## src/pvivs_pkg.sv

```systemverilog
// Shared types, constants and codes of the I-V curve scan sequencer.
package pvivs_pkg;

	// Curve storage
	localparam int CURVE_POINTS = 100;
	localparam int ADDR_W = $clog2(CURVE_POINTS);
	localparam int CUR_W = $clog2(CURVE_POINTS + 1);
	localparam int RAM_W = 32;

	// Reference and step formats (Q16.8)
	localparam int REF_W = 24;
	localparam logic [REF_W-1:0] REF_MAX = {REF_W{1'b1}};
	localparam int STEP_W = 19;
	localparam int PHASE_W = 13;

	// Step = |v - floor| * 256 / STEP_DIV by reciprocal multiply
	localparam int STEP_DIV = 100;
	localparam int STEP_SHIFT = 23;
	localparam int RECIP_W = 25;
	localparam longint unsigned RECIP_FULL =
		((64'd1 << (STEP_SHIFT + 8)) + 64'(STEP_DIV) - 64'd1) / 64'(STEP_DIV);
	localparam logic [RECIP_W-1:0] STEP_RECIP = RECIP_W'(RECIP_FULL);
	localparam int PROD_W = 16 + RECIP_W;
	localparam int QUOT_W = PROD_W - STEP_SHIFT;

	// Item commands
	localparam logic [1:0] CMD_TICK = 2'd0;
	localparam logic [1:0] CMD_ARM  = 2'd1;
	localparam logic [1:0] CMD_READ = 2'd2;

	// Register map (index = paddr[4:2])
	localparam int PADDR_W = 5;
	localparam logic [2:0] REG_RAMP_STEP    = 3'd0;
	localparam logic [2:0] REG_VOLT_CEILING = 3'd1;
	localparam logic [2:0] REG_VOLT_FLOOR   = 3'd2;
	localparam logic [2:0] REG_RAMP_TICKS   = 3'd3;
	localparam logic [2:0] REG_SETTLE_TICKS = 3'd4;
	localparam logic [2:0] REG_RAMP_PERIOD  = 3'd5;
	localparam logic [2:0] REG_POINT_PERIOD = 3'd6;

	// Register reset values
	localparam logic [15:0] RST_RAMP_STEP    = 16'd300;
	localparam logic [15:0] RST_VOLT_CEILING = 16'd9500;
	localparam logic [15:0] RST_VOLT_FLOOR   = 16'd2500;
	localparam logic [11:0] RST_RAMP_TICKS   = 12'd1250;
	localparam logic [11:0] RST_SETTLE_TICKS = 12'd1500;
	localparam logic [7:0]  RST_RAMP_PERIOD  = 8'd50;
	localparam logic [7:0]  RST_POINT_PERIOD = 8'd100;

	typedef struct packed {
		logic [1:0]  cmd;
		logic [15:0] volt_sample;
		logic [15:0] curr_sample;
		logic        over_input;
		logic        scan_enable;
		logic [6:0]  read_index;
	} item_t;

	typedef struct packed {
		logic [15:0] volt_ref;
		logic        scan_done;
		logic [15:0] open_volt;
		logic [6:0]  cursor_now;
		logic [15:0] point_volt;
		logic [15:0] point_curr;
	} result_t;

	typedef struct packed {
		logic [15:0] ramp_step;
		logic [15:0] volt_ceiling;
		logic [15:0] volt_floor;
		logic [11:0] ramp_ticks;
		logic [11:0] settle_ticks;
		logic [7:0]  ramp_period;
		logic [7:0]  point_period;
	} cfg_t;

	// Controller to datapath commands
	typedef struct packed {
		logic capture;
		logic prep;
		logic arm;
		logic done_tick;
		logic ramp_cnt;
		logic ramp_add;
		logic ramp_clamp;
		logic settle_inc;
		logic start_diff;
		logic start_mul;
		logic start_div;
		logic start_set;
		logic sw_cnt;
		logic period_clr;
		logic rd_idx;
		logic rd_prev;
		logic fill_start;
		logic fill_step;
		logic put;
		logic put_clamp;
		logic res_load;
	} dp_cmd_t;

	// Datapath to controller status
	typedef struct packed {
		logic [1:0] cmd;
		logic       done;
		logic       in_ramp;
		logic       in_settle;
		logic       at_start;
		logic       enable;
		logic       over;
		logic       period_hit;
		logic       cur_ge2;
		logic       fill_last;
	} dp_stat_t;

endpackage

```

## src/pvivs_cfg.sv

```systemverilog
// APB configuration registers of the I-V curve scan sequencer.
module pvivs_cfg import pvivs_pkg::*; (
	input  logic               clk,
	input  logic               arst_n,
	input  logic               psel,
	input  logic               penable,
	input  logic               pwrite,
	input  logic [PADDR_W-1:0] paddr,
	input  logic [31:0]        pwdata,
	output logic [31:0]        prdata,
	output logic               pready,
	output cfg_t               cfg
);

	cfg_t       cfg_q;
	logic       wr_en;
	logic [2:0] reg_idx;

	assign pready  = 1'b1;
	assign wr_en   = psel && penable && pwrite;
	assign reg_idx = paddr[PADDR_W-1:2];

	// write the addressed register on the access beat
	always_ff @(posedge clk or negedge arst_n) begin
		if (!arst_n) begin
			cfg_q.ramp_step    <= RST_RAMP_STEP;
			cfg_q.volt_ceiling <= RST_VOLT_CEILING;
			cfg_q.volt_floor   <= RST_VOLT_FLOOR;
			cfg_q.ramp_ticks   <= RST_RAMP_TICKS;
			cfg_q.settle_ticks <= RST_SETTLE_TICKS;
			cfg_q.ramp_period  <= RST_RAMP_PERIOD;
			cfg_q.point_period <= RST_POINT_PERIOD;
		end else if (wr_en) begin
			unique case (reg_idx)
				REG_RAMP_STEP:    cfg_q.ramp_step    <= pwdata[15:0];
				REG_VOLT_CEILING: cfg_q.volt_ceiling <= pwdata[15:0];
				REG_VOLT_FLOOR:   cfg_q.volt_floor   <= pwdata[15:0];
				REG_RAMP_TICKS:   cfg_q.ramp_ticks   <= pwdata[11:0];
				REG_SETTLE_TICKS: cfg_q.settle_ticks <= pwdata[11:0];
				REG_RAMP_PERIOD:  cfg_q.ramp_period  <= pwdata[7:0];
				REG_POINT_PERIOD: cfg_q.point_period <= pwdata[7:0];
				default: ;
			endcase
		end
	end

	// read back
	always_comb begin
		prdata = '0;
		unique case (reg_idx)
			REG_RAMP_STEP:    prdata = 32'(cfg_q.ramp_step);
			REG_VOLT_CEILING: prdata = 32'(cfg_q.volt_ceiling);
			REG_VOLT_FLOOR:   prdata = 32'(cfg_q.volt_floor);
			REG_RAMP_TICKS:   prdata = 32'(cfg_q.ramp_ticks);
			REG_SETTLE_TICKS: prdata = 32'(cfg_q.settle_ticks);
			REG_RAMP_PERIOD:  prdata = 32'(cfg_q.ramp_period);
			REG_POINT_PERIOD: prdata = 32'(cfg_q.point_period);
			default:          prdata = '0;
		endcase
	end

	assign cfg = cfg_q;

endmodule

```

## config.mk

```make
export PLATFORM = sky130hd
export DESIGN_NAME = pvivs_cfg
export DESIGN_NICKNAME = d
export VERILOG_FILES = /design/src/pvivs_pkg.sv /design/src/pvivs_cfg.sv
export SDC_FILE = /design/constraint.sdc
export NUM_CORES = 1
export LEC_CHECK = 0
export BUFFER_PORTS_ARGS = -buffer_cell sky130_fd_sc_hd__buf_4
export CAP_MARGIN = 20
export CORE_MARGIN = 5
export CORE_UTILIZATION = 30
export DETAILED_ROUTE_END_ITERATION = 8
export GPL_TIMING_DRIVEN = 0
export PLACE_DENSITY = 0.52
export SETUP_SLACK_MARGIN = 0.4
export SKIP_CTS_REPAIR_TIMING = 1
export SLEW_MARGIN = 20
export SYNTH_ARGS = -nofsm -noshare
export SYNTH_HDL_FRONTEND = slang
export SYNTH_SLANG_ARGS = --single-unit
export TNS_END_PERCENT = 20
```

## constraint.sdc

```tcl
create_clock -name clk -period 3.95 [get_ports clk]
set_input_delay 0.395 -clock clk [delete_from_list [all_inputs] [get_ports clk]]
set_output_delay 0.395 -clock clk [all_outputs]
set_load 0.05 [all_outputs]
```

Yosys cells after proc, flatten, opt, wreduce, memory -nomap -nowiden
Cells that the tools add are included.
{"block": "classes", "muxes": 1, "n_eq_ne": 6, "shift": 0, "mul": 0, "div": 0, "order_cmp": 0, "bitwise_logic": 0, "n_reduce_logical": 10, "n_addsub": 0}
{"cell": "$pmux 16 s7", "n": 1}
{"cell": "$reduce_and 2->1", "n": 7}
{"cell": "$eq 3x3->1 const B", "n": 3}
{"cell": "$eq 3x2->1 const B", "n": 2}
{"cell": "$eq 3x1->1 const B", "n": 1}
{"cell": "$logic_not 3->1", "n": 1}
{"cell": "$logic_and 1x1->1", "n": 2}
{"block": "totals", "mem_bits_rw": 0, "latch_bits": 0, "word_cells": 24, "rom_bits": 0, "output_inout_bits": 121, "mem_count": 0, "reg_bits": 88}

Logic depth before layout (Yosys ltp)
{"block": "logic_depth", "ltp_word": 3, "ltp_mapped": 6, "ltp_nobuf": 3}

Least setup slack after synthesis
No wires, ideal clock.
{"block": "synth_timing", "path_type": "input to output", "start": "input paddr[3]", "end": "output prdata[3]", "stages": 6, "slack_ps": 1164, "n_path_buf": 3, "arrival_ps": 2391, "cell_sequence": "clkbuf_1 buf_2 buf_2 mux2i_1 o21a_1 o21ai_0"}
{"block": "synth_between", "elab_chain_len": 2}
{"element": "from (decl)", "line_no": "pvivs_cfg.sv:8", "rtl": "input logic [PADDR_W-1:0] paddr,"}
{"element": "$eq 3x3->1, or another cell as far along", "line_no": "pvivs_cfg.sv:50", "rtl": "unique case (reg_idx)"}
{"element": "$pmux 16 s7 (*)", "line_no": "pvivs_cfg.sv:50"}
{"element": "to (decl)", "line_no": "pvivs_cfg.sv:10", "rtl": "output logic [31:0] prdata,"}
Every way passes the cells marked *; elsewhere a longest branch is shown, timed or not.

Worst setup path in the final report
{"block": "layout_timing", "start": "input paddr[3]", "end": "output prdata[4]"}
The elaborated chain is that of the path after synthesis.

==> flow_metrics.env <==
export IMPL_status="completed"
export IMPL_placement_io_buffers=125
export IMPL_place_gp_congestion=0.7438
export IMPL_grt_ovfl_total=0
export IMPL_yosysSeqAreaShare_pct=50.51
export IMPL_initial_core_util_pct=30.56
export IMPL_rows=44
export IMPL_maxSlewHeadroom_pct=44.31
export IMPL_cts_buffers=9
export IMPL_cp_arrival_ps=2290
export IMPL_vias=3228
export IMPL_ys_flop_type="dfrtp_1"
export IMPL_drv_slew=0
export IMPL_clk_latency_ps=350
export IMPL_ir_drop_v=0.0002247
export IMPL_grt_max_degree=89
export IMPL_drt_iter0_drc=161
export IMPL_p_int_w=0.002133
export IMPL_ys_top_cells_by_count="85 x mux2_2, 55 x dfrtp_1, 33 x dfstp_2, 20 x mux2i_1, 17 x buf_4"
export IMPL_finalClockSkew_ps=0
export IMPL_fin_crit_ps=2689
export IMPL_antenna_found_initial=0
export IMPL_p_comb_share_pct=41.2
export IMPL_die_w_um=131.7
export IMPL_ys_warn_count=0
export IMPL_min_period_over_period_pct=68.09
export IMPL_clock_path_buffers=2
export IMPL_cts_sinks=88
export IMPL_cts_root_buf="clkbuf_16"
export IMPL_die_h_um=131.7
export IMPL_hp_class="in -> async"
export IMPL_drive_above_1_share_pct=62.78
export IMPL_worst_slew_pin_slew_ps=835.3
export IMPL_wl_per_cell_um=21.06
export IMPL_grt_pass1_vias=3443
export IMPL_drv_cap=0
export IMPL_nets=526
export IMPL_sw_frac_of_total_pct=41.50
export IMPL_p_clk_share_pct=23.8
export IMPL_hold_viol=0
export IMPL_preCtsSetupSlack_ps=1175
export IMPL_synth_area_mm2=0.004442
export IMPL_grt_pass1_wl_mm=21.74
export IMPL_cts_tree="done"
export IMPL_grt_usage_pct=16.43
export IMPL_htreeDepth=3
export IMPL_core_area_mm2=0.01453
export IMPL_fin_ws_ps=1261
export IMPL_detail_route_antenna_nets=0
export IMPL_largest_register_ffs=88
export IMPL_yosysUniqueCellTypes=30
export IMPL_drcViolationCount=0
export IMPL_syn2layout_area_growth_pct=34.51
export IMPL_synth_top_area_share_pct=30.99
export IMPL_fin_area_mm2=0.005974
export IMPL_powerDensity_mw_per_mm2=610.3
export IMPL_via_per_inst=4.796
export IMPL_worstSetupEndpointType="output port"
export IMPL_max_freq_mhz=371.8
export IMPL_synth_most_common_cell="mux2_2"
export IMPL_fill_cells=1424
export IMPL_cp_required_ps=3560
export IMPL_placed_area_mm2=0.005670
export IMPL_synthTopCellsByArea="dfrtp_1 31%, mux2_2 22%, dfstp_2 20%"
export IMPL_async_reset_ff_share_pct=100.0
export IMPL_ios=163
export IMPL_diodes=0
export IMPL_dr_pass1_iters=4
export IMPL_finalSetupViolations=0
export IMPL_wl_mm=14.17
export IMPL_synth_edf_count=0
export IMPL_leakagePower_nw=2.857
export IMPL_synth_largest_area_cell="dfrtp_1"
export IMPL_rr_worst_depth=1
export IMPL_critPathLaunchType="input port"
export IMPL_clkTransAtPathRegs_ps=60
export IMPL_pwr_share_seq_pct=35.0
export IMPL_switchingPower_w=0.001513
export IMPL_detailed_place_hpwl_mm=9.796
export IMPL_tns_ps=0
export IMPL_criticalPathCategory="in -> out"
export IMPL_synth_seq_cells=88
export IMPL_rsz0062_at_grt="false"
export IMPL_syn_inst=333
export IMPL_crit_path_max_fanout=10
export IMPL_die_area_mm2=0.01734
export IMPL_postSynthAreaPerCell_um2=13.34
-- worst paths after layout --
| path | startpoint | end | slack (ps) |
|---|---|---|---|
| worst min-delay path | arst_n | cfg[54] | 140 |
| min in group clk | pwdata[12] | cfg[68] | 290 |
| max in group asynchronous | arst_n | cfg[50] | 3270 |
| worst max register to register | cfg[68] | cfg[68] | 3140 |
| worst min register to register | cfg[68] | cfg[68] | 540 |
| worst max-delay path | paddr[3] | prdata[4] | 1260 |
-- cells in the final DEF (no fill, tap or decap), types with 9 or more instances in the layout --
master and n:
and4b_1 12, buf_4 141, clkbuf_1 11, clkbuf_16 9, conb_1 17, dfrtp_1 55, dfstp_2 33, mux2_2 85
mux2_4 10, mux2i_1 20, nand3b_1 11, o21a_1 11, o21ai_0 13
-- cell type report --
class | instances | area [um^2] | share of cell area, %
Sequential cell | 88 | 2243 | 37.55
Timing Repair Buffer | 125 | 942.2 | 15.77
Tap cell | 184 | 230.2 | 3.853
Clock inverter | 2 | 10.01 | 0.1675
Clock buffer | 14 | 294.0 | 4.921
Buffer | 40 | 254.0 | 4.251
Multi-Input combinational cell | 220 | 2001 | 33.49
-- cell families (layout without fill, tap and decap cells) --
group	after synthesis	after routing	synth area share, %
AOI/OAI and AO/OA	38	38	5.437
and+or+nand+nor	48	48	7.972
muxes	117	117	30.20
other	2	17	0.1691
DFF	88	88	50.51
buffers and inverters	40	181	5.718
-- per-stage QoR --
| stage | util [%] | hold slack [ps] | power, W | instances |
|---|---|---|---|---|
| final | 41.11 | 136.0 | 0.003646 | 673 |
| after global routing | 41.11 | 212.1 | 0.003799 | 673 |
| after CTS | 41.11 | 154.5 | 0.003693 | 673 |
| after detailed placement | 39.02 | 527.7 | 0.002810 | 657 |
| after global placement | 38.99 | 514.3 | 0.002791 | 657 |
| after floorplan | - | 99.41 | 0.002322 | 348 |
-- worst max-delay path: stages --
cell and delay (ps):
clkbuf_1 230, buf_2 340, clkbuf_1 570, nand3b_1 140
o21a_1 130, o211ai_1 230, buf_4 250
-- power by group through the flow --
stage | logic, W | clock network (W) | registers [W]
global placement | 0.00151 | 0 | 0.00128
global route | 0.00157 | 0.000924 | 0.00130
detailed placement | 0.00152 | 0 | 0.00129
floorplan | 0.000430 | 0 | 0.00189
finish | 0.00150 | 0.000867 | 0.00128
CTS | 0.00152 | 0.000894 | 0.00128
-- routing by layer --
layer	part of all wire (%)	global-route usage (%)
met3	6.2	4.969
met5	0	0
met1	45	22.20
met2	46	25.06
met4	2.3	5.771
(Power assumes the default switching activity.)
