==> config.mk <==
export PLATFORM = sky130hd
export DESIGN_NAME = pvivs_ctrl
export DESIGN_NICKNAME = d
export VERILOG_FILES = /design/src/pvivs_pkg.sv /design/src/pvivs_ctrl.sv
export SDC_FILE = /design/constraint.sdc
export NUM_CORES = 1
export LEC_CHECK = 0
export BUFFER_PORTS_ARGS = -buffer_cell sky130_fd_sc_hd__buf_2
export CAP_MARGIN = 20
export CORE_UTILIZATION = 55
export CTS_BUF_LIST = sky130_fd_sc_hd__clkbuf_4
export DETAILED_ROUTE_END_ITERATION = 8
export GPL_ROUTABILITY_DRIVEN = 0
export PLACE_DENSITY_LB_ADDON = 0.2
export SLEW_MARGIN = 10
export SYNTH_ARGS = -nofsm -noshare
export SYNTH_HDL_FRONTEND = slang
export SYNTH_SLANG_ARGS = --single-unit
==> constraint.sdc <==
create_clock -name clk -period 3.1 [get_ports clk]
set_input_delay 0.62 -clock clk [delete_from_list [all_inputs] [get_ports clk]]
set_output_delay 0.62 -clock clk [all_outputs]
set_load 0.01 [all_outputs]
==> src/pvivs_pkg.sv <==
// Shared types, constants and codes of the I-V curve scan sequencer.
package pvivs_pkg;

	// Curve storage
	localparam int CURVE_POINTS = 100;
	localparam int ADDR_W = $clog2(CURVE_POINTS);
	localparam int CUR_W = $clog2(CURVE_POINTS + 1);
	localparam int RAM_W = 32;

	// Reference and step formats (Q16.8)
	localparam int REF_W = 24;
	localparam logic [REF_W-1:0] REF_MAX = {REF_W{1'b1}};
	localparam int STEP_W = 19;
	localparam int PHASE_W = 13;

	// Step = |v - floor| * 256 / STEP_DIV by reciprocal multiply
	localparam int STEP_DIV = 100;
	localparam int STEP_SHIFT = 23;
	localparam int RECIP_W = 25;
	localparam longint unsigned RECIP_FULL =
		((64'd1 << (STEP_SHIFT + 8)) + 64'(STEP_DIV) - 64'd1) / 64'(STEP_DIV);
	localparam logic [RECIP_W-1:0] STEP_RECIP = RECIP_W'(RECIP_FULL);
	localparam int PROD_W = 16 + RECIP_W;
	localparam int QUOT_W = PROD_W - STEP_SHIFT;

	// Item commands
	localparam logic [1:0] CMD_TICK = 2'd0;
	localparam logic [1:0] CMD_ARM  = 2'd1;
	localparam logic [1:0] CMD_READ = 2'd2;

	// Register map (index = paddr[4:2])
	localparam int PADDR_W = 5;
	localparam logic [2:0] REG_RAMP_STEP    = 3'd0;
	localparam logic [2:0] REG_VOLT_CEILING = 3'd1;
	localparam logic [2:0] REG_VOLT_FLOOR   = 3'd2;
	localparam logic [2:0] REG_RAMP_TICKS   = 3'd3;
	localparam logic [2:0] REG_SETTLE_TICKS = 3'd4;
	localparam logic [2:0] REG_RAMP_PERIOD  = 3'd5;
	localparam logic [2:0] REG_POINT_PERIOD = 3'd6;

	// Register reset values
	localparam logic [15:0] RST_RAMP_STEP    = 16'd300;
	localparam logic [15:0] RST_VOLT_CEILING = 16'd9500;
	localparam logic [15:0] RST_VOLT_FLOOR   = 16'd2500;
	localparam logic [11:0] RST_RAMP_TICKS   = 12'd1250;
	localparam logic [11:0] RST_SETTLE_TICKS = 12'd1500;
	localparam logic [7:0]  RST_RAMP_PERIOD  = 8'd50;
	localparam logic [7:0]  RST_POINT_PERIOD = 8'd100;

	typedef struct packed {
		logic [1:0]  cmd;
		logic [15:0] volt_sample;
		logic [15:0] curr_sample;
		logic        over_input;
		logic        scan_enable;
		logic [6:0]  read_index;
	} item_t;

	typedef struct packed {
		logic [15:0] volt_ref;
		logic        scan_done;
		logic [15:0] open_volt;
		logic [6:0]  cursor_now;
		logic [15:0] point_volt;
		logic [15:0] point_curr;
	} result_t;

	typedef struct packed {
		logic [15:0] ramp_step;
		logic [15:0] volt_ceiling;
		logic [15:0] volt_floor;
		logic [11:0] ramp_ticks;
		logic [11:0] settle_ticks;
		logic [7:0]  ramp_period;
		logic [7:0]  point_period;
	} cfg_t;

	// Controller to datapath commands
	typedef struct packed {
		logic capture;
		logic prep;
		logic arm;
		logic done_tick;
		logic ramp_cnt;
		logic ramp_add;
		logic ramp_clamp;
		logic settle_inc;
		logic start_diff;
		logic start_mul;
		logic start_div;
		logic start_set;
		logic sw_cnt;
		logic period_clr;
		logic rd_idx;
		logic rd_prev;
		logic fill_start;
		logic fill_step;
		logic put;
		logic put_clamp;
		logic res_load;
	} dp_cmd_t;

	// Datapath to controller status
	typedef struct packed {
		logic [1:0] cmd;
		logic       done;
		logic       in_ramp;
		logic       in_settle;
		logic       at_start;
		logic       enable;
		logic       over;
		logic       period_hit;
		logic       cur_ge2;
		logic       fill_last;
	} dp_stat_t;

endpackage

==> src/pvivs_ctrl.sv <==
// Sequencing state machine: steps one item through the datapath and owns both handshakes.
module pvivs_ctrl import pvivs_pkg::*; (
	input  logic     clk,
	input  logic     arst_n,
	input  logic     item_valid,
	output logic     item_stall,
	output logic     result_valid,
	input  logic     result_stall,
	input  dp_stat_t stat,
	output dp_cmd_t  cmd
);

	typedef enum logic [16:0] {
		ST_IDLE        = 17'b00000000000000001,
		ST_DECODE      = 17'b00000000000000010,
		ST_CLASS       = 17'b00000000000000100,
		ST_RAMP_CNT    = 17'b00000000000001000,
		ST_RAMP_ADD    = 17'b00000000000010000,
		ST_RAMP_CLAMP  = 17'b00000000000100000,
		ST_START_DIFF  = 17'b00000000001000000,
		ST_START_MUL   = 17'b00000000010000000,
		ST_START_DIV   = 17'b00000000100000000,
		ST_START_SET   = 17'b00000001000000000,
		ST_SW_CNT      = 17'b00000010000000000,
		ST_SW_CHECK    = 17'b00000100000000000,
		ST_PT_RD       = 17'b00001000000000000,
		ST_FILL        = 17'b00010000000000000,
		ST_PT_PUT      = 17'b00100000000000000,
		ST_PT_CLAMP    = 17'b01000000000000000,
		ST_FINISH      = 17'b10000000000000000
	} state_t;

	state_t state_q, state_d;
	logic   result_valid_q, result_valid_d;
	logic   accept;
	logic   slot_free;

	assign item_stall = (state_q != ST_IDLE);
	assign accept     = item_valid && !item_stall;
	assign slot_free  = !result_valid_q || !result_stall;

	// next state and datapath commands
	always_comb begin
		state_d = state_q;
		cmd     = '0;
		unique case (state_q)
			ST_IDLE: begin
				if (accept) begin
					cmd.capture = 1'b1;
					state_d     = ST_DECODE;
				end
			end
			ST_DECODE: begin
				unique case (stat.cmd)
					CMD_TICK: begin
						cmd.prep = 1'b1;
						state_d  = ST_CLASS;
					end
					CMD_ARM: begin
						cmd.arm = 1'b1;
						state_d = ST_FINISH;
					end
					CMD_READ: begin
						cmd.rd_idx = 1'b1;
						state_d    = ST_FINISH;
					end
					default: state_d = ST_FINISH;
				endcase
			end
			ST_CLASS: begin
				if (stat.done) begin
					cmd.done_tick = 1'b1;
					state_d       = ST_FINISH;
				end else if (stat.in_ramp) begin
					state_d = ST_RAMP_CNT;
				end else if (stat.in_settle) begin
					cmd.settle_inc = 1'b1;
					state_d        = ST_FINISH;
				end else if (!stat.enable) begin
					state_d = ST_FINISH;
				end else if (stat.at_start) begin
					state_d = ST_START_DIFF;
				end else begin
					state_d = ST_SW_CNT;
				end
			end
			ST_RAMP_CNT: begin
				cmd.ramp_cnt = 1'b1;
				state_d      = ST_RAMP_ADD;
			end
			ST_RAMP_ADD: begin
				cmd.ramp_add = 1'b1;
				state_d      = ST_RAMP_CLAMP;
			end
			ST_RAMP_CLAMP: begin
				cmd.ramp_clamp = 1'b1;
				state_d        = ST_FINISH;
			end
			ST_START_DIFF: begin
				cmd.start_diff = 1'b1;
				state_d        = ST_START_MUL;
			end
			ST_START_MUL: begin
				cmd.start_mul = 1'b1;
				state_d       = ST_START_DIV;
			end
			ST_START_DIV: begin
				cmd.start_div = 1'b1;
				state_d       = ST_START_SET;
			end
			ST_START_SET: begin
				cmd.start_set = 1'b1;
				state_d       = ST_FINISH;
			end
			ST_SW_CNT: begin
				cmd.sw_cnt = 1'b1;
				state_d    = ST_SW_CHECK;
			end
			ST_SW_CHECK: begin
				if (stat.period_hit) begin
					cmd.period_clr = 1'b1;
					state_d        = stat.cur_ge2 ? ST_PT_RD : ST_PT_PUT;
				end else begin
					state_d = ST_FINISH;
				end
			end
			ST_PT_RD: begin
				cmd.rd_prev    = 1'b1;
				cmd.fill_start = 1'b1;
				state_d        = stat.over ? ST_FILL : ST_PT_PUT;
			end
			ST_FILL: begin
				cmd.fill_step = 1'b1;
				if (stat.fill_last) begin
					state_d = ST_PT_PUT;
				end
			end
			ST_PT_PUT: begin
				cmd.put = 1'b1;
				state_d = ST_PT_CLAMP;
			end
			ST_PT_CLAMP: begin
				cmd.put_clamp = 1'b1;
				state_d       = ST_FINISH;
			end
			ST_FINISH: begin
				if (slot_free) begin
					cmd.res_load = 1'b1;
					state_d      = ST_IDLE;
				end
			end
			default: state_d = ST_IDLE;
		endcase
	end

	// result slot: set on load, drop when the beat is taken
	always_comb begin
		result_valid_d = result_valid_q;
		if (cmd.res_load) begin
			result_valid_d = 1'b1;
		end else if (result_valid_q && !result_stall) begin
			result_valid_d = 1'b0;
		end
	end

	always_ff @(posedge clk or negedge arst_n) begin
		if (!arst_n) begin
			state_q        <= ST_IDLE;
			result_valid_q <= 1'b0;
		end else begin
			state_q        <= state_d;
			result_valid_q <= result_valid_d;
		end
	end

	assign result_valid = result_valid_q;

`ifndef NO_ASSERTIONS
	// an accepted item always goes to decode next
	a_accept_decode: assert property (@(posedge clk) disable iff (!arst_n)
		accept |=> (state_q == ST_DECODE))
		else $error("accepted item did not enter decode");

	// a new result appears only out of the finish state
	a_result_from_finish: assert property (@(posedge clk) disable iff (!arst_n)
		$rose(result_valid_q) |-> $past(state_q == ST_FINISH))
		else $error("result raised outside finish");

	// the back-fill walk starts only right after the previous point was read
	a_fill_entry: assert property (@(posedge clk) disable iff (!arst_n)
		(state_q == ST_FILL && $past(state_q != ST_FILL)) |-> $past(state_q == ST_PT_RD))
		else $error("back-fill entered without reading previous point");

	// a mid-sweep point is placed only with the previous point in the read register
	a_put_prev: assert property (@(posedge clk) disable iff (!arst_n)
		(state_q == ST_PT_PUT && stat.cur_ge2) |->
			($past(state_q == ST_PT_RD) || $past(state_q == ST_FILL)))
		else $error("sweep point placed without previous point read");
`endif

endmodule

; ---- Yosys cells after proc, flatten, opt, wreduce, memory -nomap -nowiden
; Index checks and enable logic that the tools add are counted.
[op_classes]
mux = 44
n_addsub = 0
n_div = 0
n_eq_ne = 23
reduce_logical = 10
n_bitwise = 0
order_cmp = 0
n_shift = 0
mul = 0
[ops]
columns = cell, count
row1 = 17-bit one-hot mux with 15 select lines, 1
row2 = 17-bit two-way mux, 9
row3 = 15-bit two-way mux, 2
row4 = 1-bit two-way mux, 29
row5 = 17-bit by 1-bit equality test with 1-bit output (second input constant), 1
row6 = 17-bit by 10-bit equality test with 1-bit output (second input constant), 1
row7 = 17-bit by 11-bit equality test with 1-bit output (second input constant), 1
row8 = 17-bit by 12-bit equality test with 1-bit output (second input constant), 1
row9 = 17-bit by 13-bit equality test with 1-bit output (second input constant), 1
row10 = 17-bit by 14-bit equality test with 1-bit output (second input constant), 1
row11 = 17-bit by 15-bit equality test with 1-bit output (second input constant), 1
row12 = 17-bit by 16-bit equality test with 1-bit output (second input constant), 1
row13 = 17-bit equality test (second input constant), 1
row14 = 17-bit by 2-bit equality test with 1-bit output (second input constant), 1
row15 = 17-bit by 3-bit equality test with 1-bit output (second input constant), 1
row16 = 17-bit by 4-bit equality test with 1-bit output (second input constant), 1
row17 = 17-bit by 5-bit equality test with 1-bit output (second input constant), 1
row18 = 17-bit by 6-bit equality test with 1-bit output (second input constant), 1
row19 = 17-bit by 7-bit equality test with 1-bit output (second input constant), 1
row20 = 17-bit by 8-bit equality test with 1-bit output (second input constant), 1
row21 = 17-bit by 9-bit equality test with 1-bit output (second input constant), 1
row22 = 17-bit by 1-bit != test with 1-bit output (second input constant), 1
row23 = 11-bit two-way mux, 1
row24 = 2-bit != test (second input constant), 3
row25 = 10 further kinds, 14
[word_totals]
ram_bits = 0
latchBits = 0
inputBits = 15
n_memories = 0
word_cells = 79
regBits = 18
mem_bits_ro = 0

; ---- Logic depth before layout (Yosys ltp)
; Gate-level depths: netlist (run 1).
[depth]
ltp_word = 6
ltp_mapped = 5

; ---- Worst setup path after synthesis (run 1)
; No wires, ideal clock.
[synth_timing]
path_type = register to output
start = register state_q[11]
end = output cmd[18] (netlist name)
n_path_buf = 0
path_slack_ps = 567
arrival_ps = 1913
path_stages_with_launch = 5
required_ps = 2480
cell_sequence = dfrtp_1 -> nor4_4 -> nand4_2 -> or4b_4 -> nor3b_1
[synth_lines]
columns = item, line_no
row1 = start: declaration, pvivs_ctrl.sv:33  ; state_t state_q, state_d;
row2 = start signal: assignment, pvivs_ctrl.sv:171  ; state_q <= state_d;
row3 = end: declaration, pvivs_ctrl.sv:10  ; output dp_cmd_t cmd

==> impl_metrics.json, run 1 <==
{
  "grt.total_usage": 0.2479,
  "synth_area_per_cell_sq_um": 9.324,
  "cts.clk_slew.worst_paths_ns": 0.10,
  "r2r_cells": 5,
  "rsz0062_at_grt": "false",
  "diodes": 0,
  "synth_edf_count": 0,
  "irDropWorstVdd_mv": 0.4487,
  "design.die.area_sq_um": 2325,
  "synthCells": 126,
  "drv_cap": 0,
  "initial_core_util": 0.5928,
  "numClockSinks": 18,
  "synth-seq-cells": 18,
  "cp-end-kind": "output port",
  "path_class": "reg -> out",
  "core.rowCount": 16,
  "cts_resized": 0,
  "fin_nets": 183,
  "hold_viol_final": 0,
  "timing.final.crit_share": 0.9477,
  "grt_pass1_wl_um": 3967,
  "p_leak_nw": 0.7411,
  "period_needed_ns": 2.938,
  "drive_above_1_share": 0.2994,
  "drt_iter0_markers": 29,
  "synth_fp_nets": 141,
  "synth_top_flop_cell": "dfrtp_1",
  "slew_headroom": 0.6217,
  "clock_latency_ns": 0.29,
  "cts_tree": "done",
  "routedWlPerCell_um": 13.63,
  "globalRouteOverflowTotal": 0,
  "cts_max_level": 1,
  "status": "finished, final reports clean",
  "coreArea_sq_um": 1982,
  "route.detailed.drc": 0,
  "startpoint_type": "flip-flop",
  "chipHeight_um": 48.22,
  "ios": 38,
  "cp.arrival_ns": 2.32,
  "antenna_found_initial": 0,
  "hpwlAfterDp_um": 2106,
  "hp-class": "in -> async",
  "drv_slew": 0,
  "setup_viol": 0,
  "holdWs_ns": 0.2353,
  "crit_required_ns": 2.48,
  "yosys_warnings": 0,
  "critPathMaxFanout": 5,
  "netlist_area_sq_um": 1175,
  "ant_nets": 0,
  "cts_made_buffers": 3,
  "fill_cells": 166,
  "routed_wl_um": 2645,
  "portBuffers": 37,
  "fin_ws_ns": 0.1623,
  "fmax_mhz": 340.4,
  "cts_buffer_depth": 2,
  "preCtsSetupSlack_ns": 0.4333,
  "worst_pin_slew_ns": 0.5622,
  "via_count": 1127,
  "ys_seq_area_frac": 0.3845,
  "ys_types": 37,
  "die_w_um": 48.22,
  "ys_async_sr_fraction": 1.000,
  "firstDrtPassIters": 4,
  "syn2layout_area_growth_pct": 20.87,
  "grt_max_degree": 19,
  "tns_ns": 0,
  "powerDensity_nw_per_um2": 472.7,
  "cts-root-buf": "clkbuf_4",
  "vias_per_cell": 5.809,
  "cts_hold_buf": 0,
  "finClkSkew_ns": 0.003488,
  "grt_pass1_vias": 990
}
[report_power, final]
group / switching, W / leakage [nW] / internal, W
combinational: 0.000160 / 0.479 / 0.000104
clock: 0.0000733 / 0.0154 / 0.0000468
sequential: 0.0000286 / 0.247 / 0.000259
[sequential cells by signal, summed over array words and instances, names as in the netlist]
name,flops
result_valid,1
state_q,17
[path summary, 6_finish.rpt]
path	startpoint	endpoint	slack, ns
worst max register to register	state_q[1]	state_q[0]	0.90
max in group asynchronous	arst_n	state_q[0]	2.55
min in group clk	stat[5]	state_q[10]	0.47
worst max-delay path	state_q[3]	cmd[18]	0.16
worst min register to register	result_valid	result_valid	0.53
worst min-delay path	arst_n	state_q[5]	0.24
[repair_timing]
item / in CTS / in global routing
setup buffers: 0 / 2
hold endpoints to repair: 0 / 0
setup endpoints to repair: 0 / 1
[per-stage QoR]
| stage | total power [W] | utilization | instances | area [sq um] |
|---|---|---|---|---|
| after floorplan | 0.0004762 | - | 126 | 1175 |
| after global placement | 0.0005467 | 0.6957 | 188 | 1379 |
| after detailed placement | 0.0005547 | 0.6957 | 188 | 1379 |
| after CTS | 0.0006716 | 0.7090 | 192 | 1405 |
| after global routing | 0.0007169 | 0.7165 | 194 | 1420 |
| final | 0.0006713 | 0.7165 | 194 | 1420 |
[placed cells by master, fill, tap and decap left out, types with 3 or more instances in the layout]
master	n
and2_1	5
and3_1	4
and4_1	4
buf_2	37
clkbuf_4	3
dfrtp_1	17
nand2_1	10
nand2b_1	3
nand3_1	3
nand4_1	3
nor2_1	19
nor3_1	7
nor3b_1	10
nor4_1	4
nor4_4	3
xor2_1	3
[synthesized netlist by cell type, types with 2 or more instances]
library cell / number / area share
nor2_1: 19 / 0.061
buf_4: 2 / 0.013
nand4_1: 3 / 0.016
a211oi_1: 2 / 0.013
inv_1: 2 / 0.0064
a21oi_1: 2 / 0.0085
and3_1: 4 / 0.021
nand2_1: 10 / 0.032
or4b_4: 2 / 0.023
nor4_1: 4 / 0.021
nor3b_1: 10 / 0.064
nand3_1: 3 / 0.013
nor4_4: 3 / 0.054
o21ai_0: 2 / 0.0085
dfrtp_1: 17 / 0.36
nor2b_1: 2 / 0.011
and2_1: 5 / 0.027
nor3_1: 7 / 0.030
xor2_1: 3 / 0.022
nand2b_1: 3 / 0.016
and4_1: 4 / 0.030
and4b_1: 2 / 0.017
[kinds of logic (layout without fill, tap and decap cells)]
group | count (synthesis) | count (layout) | share of synthesized area
compound gates | 13 | 13 | 0.08201
xor+xnor | 4 | 4 | 0.02982
buf+inv | 4 | 45 | 0.01917
flops | 18 | 18 | 0.3845
simple gates | 87 | 87 | 0.4846
[critical path, cell delays in order (launching register included)]
cell and delay, ns:
dfrtp_1 0.48, nor3_1 0.42, nand4_2 0.22, or4b_4 0.56, nor3b_1 0.19, buf_2 0.15
[per-layer routing]
layer	global-route usage	part of all wire	wire (um)
met1	0.2884	0.42	1103
met2	0.4560	0.53	1393
met3	0.03333	0.047	124
met4	0.09444	0.0087	23
met5	0	0	0
[layout make-up]
cell class | count | area [sq um] | share of cell area
Multi-Input combinational cell | 104 | 700.7 | 0.4934
Sequential cell | 18 | 451.7 | 0.3181
Timing Repair Buffer | 39 | 200.2 | 0.1410
Tap cell | 27 | 33.78 | 0.02379
Clock buffer | 3 | 22.52 | 0.01586
Inverter | 2 | 7.507 | 0.005286
Clock inverter | 1 | 3.754 | 0.002643
(Power assumes the default switching activity.)
==> run 2: changes to the inputs <==
--- a/config.mk
+++ b/config.mk
@@ -12,6 +12,7 @@
 export DETAILED_ROUTE_END_ITERATION = 8
 export GPL_ROUTABILITY_DRIVEN = 0
 export PLACE_DENSITY_LB_ADDON = 0.2
+export SETUP_SLACK_MARGIN = 0.4
 export SLEW_MARGIN = 10
 export SYNTH_ARGS = -nofsm -noshare
 export SYNTH_HDL_FRONTEND = slang
==> run 2 against run 1 <==
- sequential share of layout area decreased by 2.1 points
- critical path depth increased by 1
- count of clock-buffer cells in the layout unchanged
- setup slack improved by 0.10 ns
- clock power about the same
- sequential power increased by 2%
- global-route usage increased by 2.0 points
- via count increased by 4.9%
- clock skew decreased by 0.0011 ns
- critical path type unchanged
- critical endpoint is now cmd[2]
- largest cell class unchanged
- largest power group is now combinational logic
==> impl_metrics.json, run 2 (same netlist as run 1, synthesis figures left out) <==
{
  "status": "finished, final reports clean",
  "layout_commonest_cell": "buf_2",
  "portBuffers": 37,
  "r2r_end": "state_q[0]",
  "path_class": "reg -> out",
  "fin_cells": 199,
  "p_sw_frac": 0.3886,
  "timing.final.crit_share": 0.9149,
  "drt_iter0_markers": 35,
  "p_int_w": 0.0004342,
  "critPathMaxStageDelay_ns": 0.44,
  "cts_tree": "done",
  "syn2layout_area_growth_pct": 29.93,
  "path_cells": "nor4_4, buf_4, nand2_1, nor4_1, and4_1, buf_2",
  "startpoint_type": "flip-flop",
  "routed_wl_um": 2900,
  "core.rowCount": 16,
  "wl_met3_um": 222,
  "netSwitchingPower_w": 0.0002760,
  "largest_reg_flops": 17,
  "cts_buffer_depth": 2,
  "cts-root-buf": "clkbuf_4",
  "worst_pin_slew_ns": 0.4696,
  "grt.total_usage": 0.2680,
  "cp.arrival_ns": 2.22,
  "ios": 38,
  "critPathMaxFanout": 4,
  "grt_max_degree": 19,
  "cts.clk_slew.worst_paths_ns": 0.10,
  "numClockSinks": 18,
  "drv_cap": 0,
  "vias_per_cell": 5.940,
  "route.detailed.drc": 0,
  "cp-end-kind": "output port",
  "period_needed_ns": 2.836,
  "r2r_cells": 6,
  "drv_slew": 0,
  "die_w_um": 48.22,
  "via_count": 1182,
  "initial_core_util": 0.5928,
  "crit_slowest_cell": "dfrtp_2",
  "slew_headroom": 0.6840,
  "ant_nets": 0,
  "cts_max_level": 1,
  "dp.cells": 188,
  "power_frac_comb": 0.421,
  "antenna_found_initial": 0,
  "regToRegSetupSlack_ns": 1.00,
  "crit_required_ns": 2.48,
  "pwr-share-seq": 0.411,
  "grt_pass1_vias": 1036,
  "top_layer": "met4",
  "rsz0062_at_grt": "true",
  "chipHeight_um": 48.22,
  "finClkSkew_ns": 0.002405,
  "fill_cells": 145,
  "reg2reg_from": "state_q[11]",
  "m1WireLength_um": 1150,
  "powerDensity_nw_per_um2": 465.2,
  "coreArea_sq_um": 1982,
  "irDropWorstVdd_mv": 0.4674,
  "p_leak_nw": 0.7836,
  "hpwlAfterDp_um": 2106,
  "drive_above_1_share": 0.3779,
  "pwr-share-clk": 0.167,
  "critical_path.top_delay_family": "simple AND/OR/NAND/NOR gates",
  "cts_made_buffers": 3,
  "regMostFlops": "state_q",
  "firstDrtPassIters": 4,
  "clock_latency_ns": 0.29,
  "grt_pass1_wl_um": 4278,
  "hp-class": "in -> async",
  "fmax_mhz": 352.6,
  "fin_total_pwr_w": 0.0007102,
  "final_cell_mix": "buf_2, nor2_1, dfrtp_1",
  "routedWlPerCell_um": 14.57,
  "critPathBufInv": 2,
  "fin_util": 0.7702,
  "setup_viol": 0,
  "hold_viol_final": 0,
  "tns_ns": 0,
  "fin_nets": 188,
  "cts_hold_buf": 0,
  "diodes": 0,
  "globalRouteOverflowTotal": 0,
  "dr_wl_met2_um": 1473,
  "design.die.area_sq_um": 2325
}
-- run 2: cell types whose count changed in the layout (fill, tap and decap cells not counted), moves of 2 or more --
| cell | delta |
|---|---|
| nor3b_2 | +3 |
| nor3_4 | +2 |
| dfrtp_1 | -2 |
| nor3_1 | -2 |
| dfrtp_2 | +2 |
| nor3b_1 | -3 |
| buf_4 | +5 |
| nor4_1 | -2 |
-- run 2: how the worst max path moves through the flow --
stage / from / end / cells past startpoint
after CTS: state_q[8] / cmd[18] / 5
after global placement: state_q[11] / cmd[18] / 5
after detailed placement: state_q[11] / cmd[18] / 5
after global routing: state_q[6] / cmd[2] / 6
after floorplan: state_q[11] / cmd[18] / 4
final: state_q[6] / cmd[2] / 6
-- run 2: per-layer routing --
layer,vias to the layer above,track usage
li1,563,-
met1,552,0.3163
met2,56,0.4880
met3,11,0.03704
met4,0,0.1000
met5,-,0
-- run 2: power groups by stage --
| stage | registers [W] | logic [W] | clock network (W) |
|---|---|---|---|
| floorplan | 0.000286 | 0.000190 | 0 |
| global placement | 0.000289 | 0.000258 | 0 |
| detailed placement | 0.000292 | 0.000263 | 0 |
| CTS | 0.000287 | 0.000270 | 0.000120 |
| global route | 0.000296 | 0.000329 | 0.000130 |
| finish | 0.000292 | 0.000299 | 0.000119 |
-- run 2: stage by stage --
step / setup slack, ns / area [sq um] / hold WS, ns
4_1_cts: 0.3047 / 1475 / 0.2537
2_1_floorplan: 0.5667 / 1175 / 0.3244
5_1_grt: 0.1022 / 1526 / 0.2725
3_5_place_dp: 0.4333 / 1379 / 0.5087
3_3_place_gp: 0.4991 / 1379 / 0.4680
6_report: 0.2640 / 1526 / 0.2371
-- run 2: area by class of cell --
class / instances / area, sq um / area share
sequential: 18 / 454.2 / 0.2975
inverter: 2 / 7.507 / 0.004918
clock inverter: 1 / 3.754 / 0.002459
timing repair buffer: 44 / 244.0 / 0.1598
tap: 27 / 33.78 / 0.02213
clock buffer: 3 / 22.52 / 0.01475
multi-input combinational: 104 / 760.7 / 0.4984
-- run 2: what timing repair did --
| item | CTS | global route |
|---|---|---|
| pin swaps | 3 | 6 |
| setup endpoints to repair | 9 | 13 |
| setup buffers | 6 | 1 |
| resized for setup | 6 | 8 |
-- run 2: worst register-to-register path: stages, from the launching register on --
cell,delay (ns)
dfrtp_1,0.48
nor4_4,0.32
buf_4,0.21
nand4_1,0.20
or3_1,0.43
nor4bb_1,0.16
a31o_1,0.23
==> run 3: changes to the inputs <==
==> constraint.sdc (replaced) <==
create_clock -name clk -period 3.3 [get_ports clk]
set_input_delay 0.66 -clock clk [delete_from_list [all_inputs] [get_ports clk]]
set_output_delay 0.66 -clock clk [all_outputs]
set_load 0.01 [all_outputs]
==> run 3 against run 2 <==
- setup slack better by 0.13 ns
- clock power down 6%
- wire length fell by 4.7%
- global-route usage down 0.87 points
- clock skew shrank 0.00064 ns
- critical path type unchanged
- critical path depth shrank 1
- count of clock-buffer cells in the layout is the same
- utilization shrank 3.3 points
- cell area decreased by 4.3%
==> impl_metrics.json, run 3 (same netlist as run 1, synthesis figures left out) <==
{
  "status": "finished, final reports clean",
  "design.die.area_sq_um": 2325,
  "irDropWorstVdd_mv": 0.4342,
  "chipHeight_um": 48.22,
  "critPathMaxStageDelay_ns": 0.56,
  "globalRouteOverflowTotal": 0,
  "portBuffers": 37,
  "slew_headroom": 0.6567,
  "tns_ns": 0,
  "path_cells": "nor4_4, nand4_2, or4b_4, nor3b_1, buf_2",
  "cts-root-buf": "clkbuf_4",
  "diodes": 0,
  "route.detailed.drc": 0,
  "timing.final.crit_share": 0.8804,
  "fin_nets": 185,
  "grt_max_degree": 19,
  "rsz0062_at_grt": "true",
  "firstDrtPassIters": 4,
  "hp-class": "in -> async",
  "cp.arrival_ns": 2.25,
  "setup_viol": 0,
  "drv_slew": 0,
  "ios": 38,
  "via_count": 1162,
  "period_needed_ns": 2.905,
  "drv_cap": 0,
  "p_leak_nw": 0.7531,
  "die_w_um": 48.22,
  "vias_per_cell": 5.929,
  "critical_path.top_delay_family": "simple AND/OR/NAND/NOR gates",
  "coreArea_sq_um": 1982,
  "antenna_found_initial": 0,
  "cp-end-kind": "output port",
  "hold_viol_final": 0,
  "ant_nets": 0,
  "hpwlAfterDp_um": 2106,
  "final_cell_mix": "buf_2, nor2_1, dfrtp_1",
  "cts_max_level": 1,
  "finClkSkew_ns": 0.001761,
  "cts.clk_slew.worst_paths_ns": 0.10,
  "routed_wl_um": 2764,
  "syn2layout_area_growth_pct": 24.28,
  "crit_required_ns": 2.64,
  "path_class": "reg -> out",
  "critPathMaxFanout": 5,
  "drt_iter0_markers": 27,
  "grt.total_usage": 0.2593,
  "crit_slowest_cell": "or4b_4",
  "drive_above_1_share": 0.3491,
  "cts_buffer_depth": 2,
  "cts_made_buffers": 3,
  "startpoint_type": "flip-flop",
  "grt_pass1_wl_um": 4126,
  "routedWlPerCell_um": 14.10,
  "critPathBufInv": 1,
  "fmax_mhz": 344.2,
  "layout_commonest_cell": "buf_2",
  "grt_pass1_vias": 1000,
  "initial_core_util": 0.5928,
  "core.rowCount": 16,
  "numClockSinks": 18,
  "clock_latency_ns": 0.29,
  "regMostFlops": "state_q",
  "holdWs_ns": 0.2768,
  "worst_pin_slew_ns": 0.5103,
  "cts_hold_buf": 0,
  "cts_tree": "done",
  "powerDensity_nw_per_um2": 436.2,
  "largest_reg_flops": 17
}
run 3: area by class of cell:
cell class | instances | area, sq um
inverters | 2 | 7.507
fillers | 156 | 521.8
flip-flops and latches | 18 | 455.4
repair buffers | 41 | 215.2
well taps | 27 | 33.78
multi-input cells | 104 | 721.9
clock buffers | 3 | 22.52
clock inverters | 1 | 3.754
run 3: worst register-to-register path, cell delays in order, from the launching register on:
cell	delay, ns
dfrtp_1	0.49
nor4_1	0.49
nand4_1	0.29
or3_1	0.44
nor4bb_1	0.16
a31o_1	0.23
run 3: worst paths after layout:
kind | startpoint | end | slack [ns] | cells after the start
min | arst_n | state_q[7] | 0.28 | 1
max reg2reg | state_q[3] | state_q[0] | 1.14 | 5
min in group clk | stat[5] | state_q[10] | 0.51 | 2
max | state_q[15] | cmd[18] | 0.39 | 5
min reg2reg | result_valid | result_valid | 0.52 | 2
max in group asynchronous | arst_n | state_q[0] | 2.70 | 1
run 3: power breakdown:
group          internal (W)  switching (W)  leakage (nW)
registers          0.000243      0.0000286         0.242
clock network     0.0000440      0.0000682        0.0154
logic              0.000100       0.000153         0.496
run 3: timing repair:
action / CTS / global route
gates cloned: 0 / 0
endpoints found under the setup margin: 4 / 9
pin swaps: 2 / 1
resized for setup: 2 / 5
setup buffers: 2 / 2
run 3: layer usage:
layer	up-vias	global-route usage	part of all wire	wire [um]
li1	560	-	-	-
met1	528	0.3155	0.41	1147
met2	60	0.4560	0.49	1364
met3	14	0.03333	0.064	176
met4	0	0.1111	0.027	76
met5	-	0	0	0
run 3: metrics by stage:
| step | util | std cells | instance area, sq um | setup WS, ns | power (W) |
|---|---|---|---|---|---|
| final | 0.7367 | 196 | 1460 | 0.3947 | 0.0006370 |
| after floorplan | - | 126 | 1175 | 0.7267 | 0.0004474 |
| after global routing | 0.7367 | 196 | 1460 | 0.2823 | 0.0006784 |
| after CTS | 0.7197 | 194 | 1426 | 0.4012 | 0.0006310 |
| after global placement | 0.6957 | 188 | 1379 | 0.6591 | 0.0005135 |
| after detailed placement | 0.6957 | 188 | 1379 | 0.5933 | 0.0005211 |
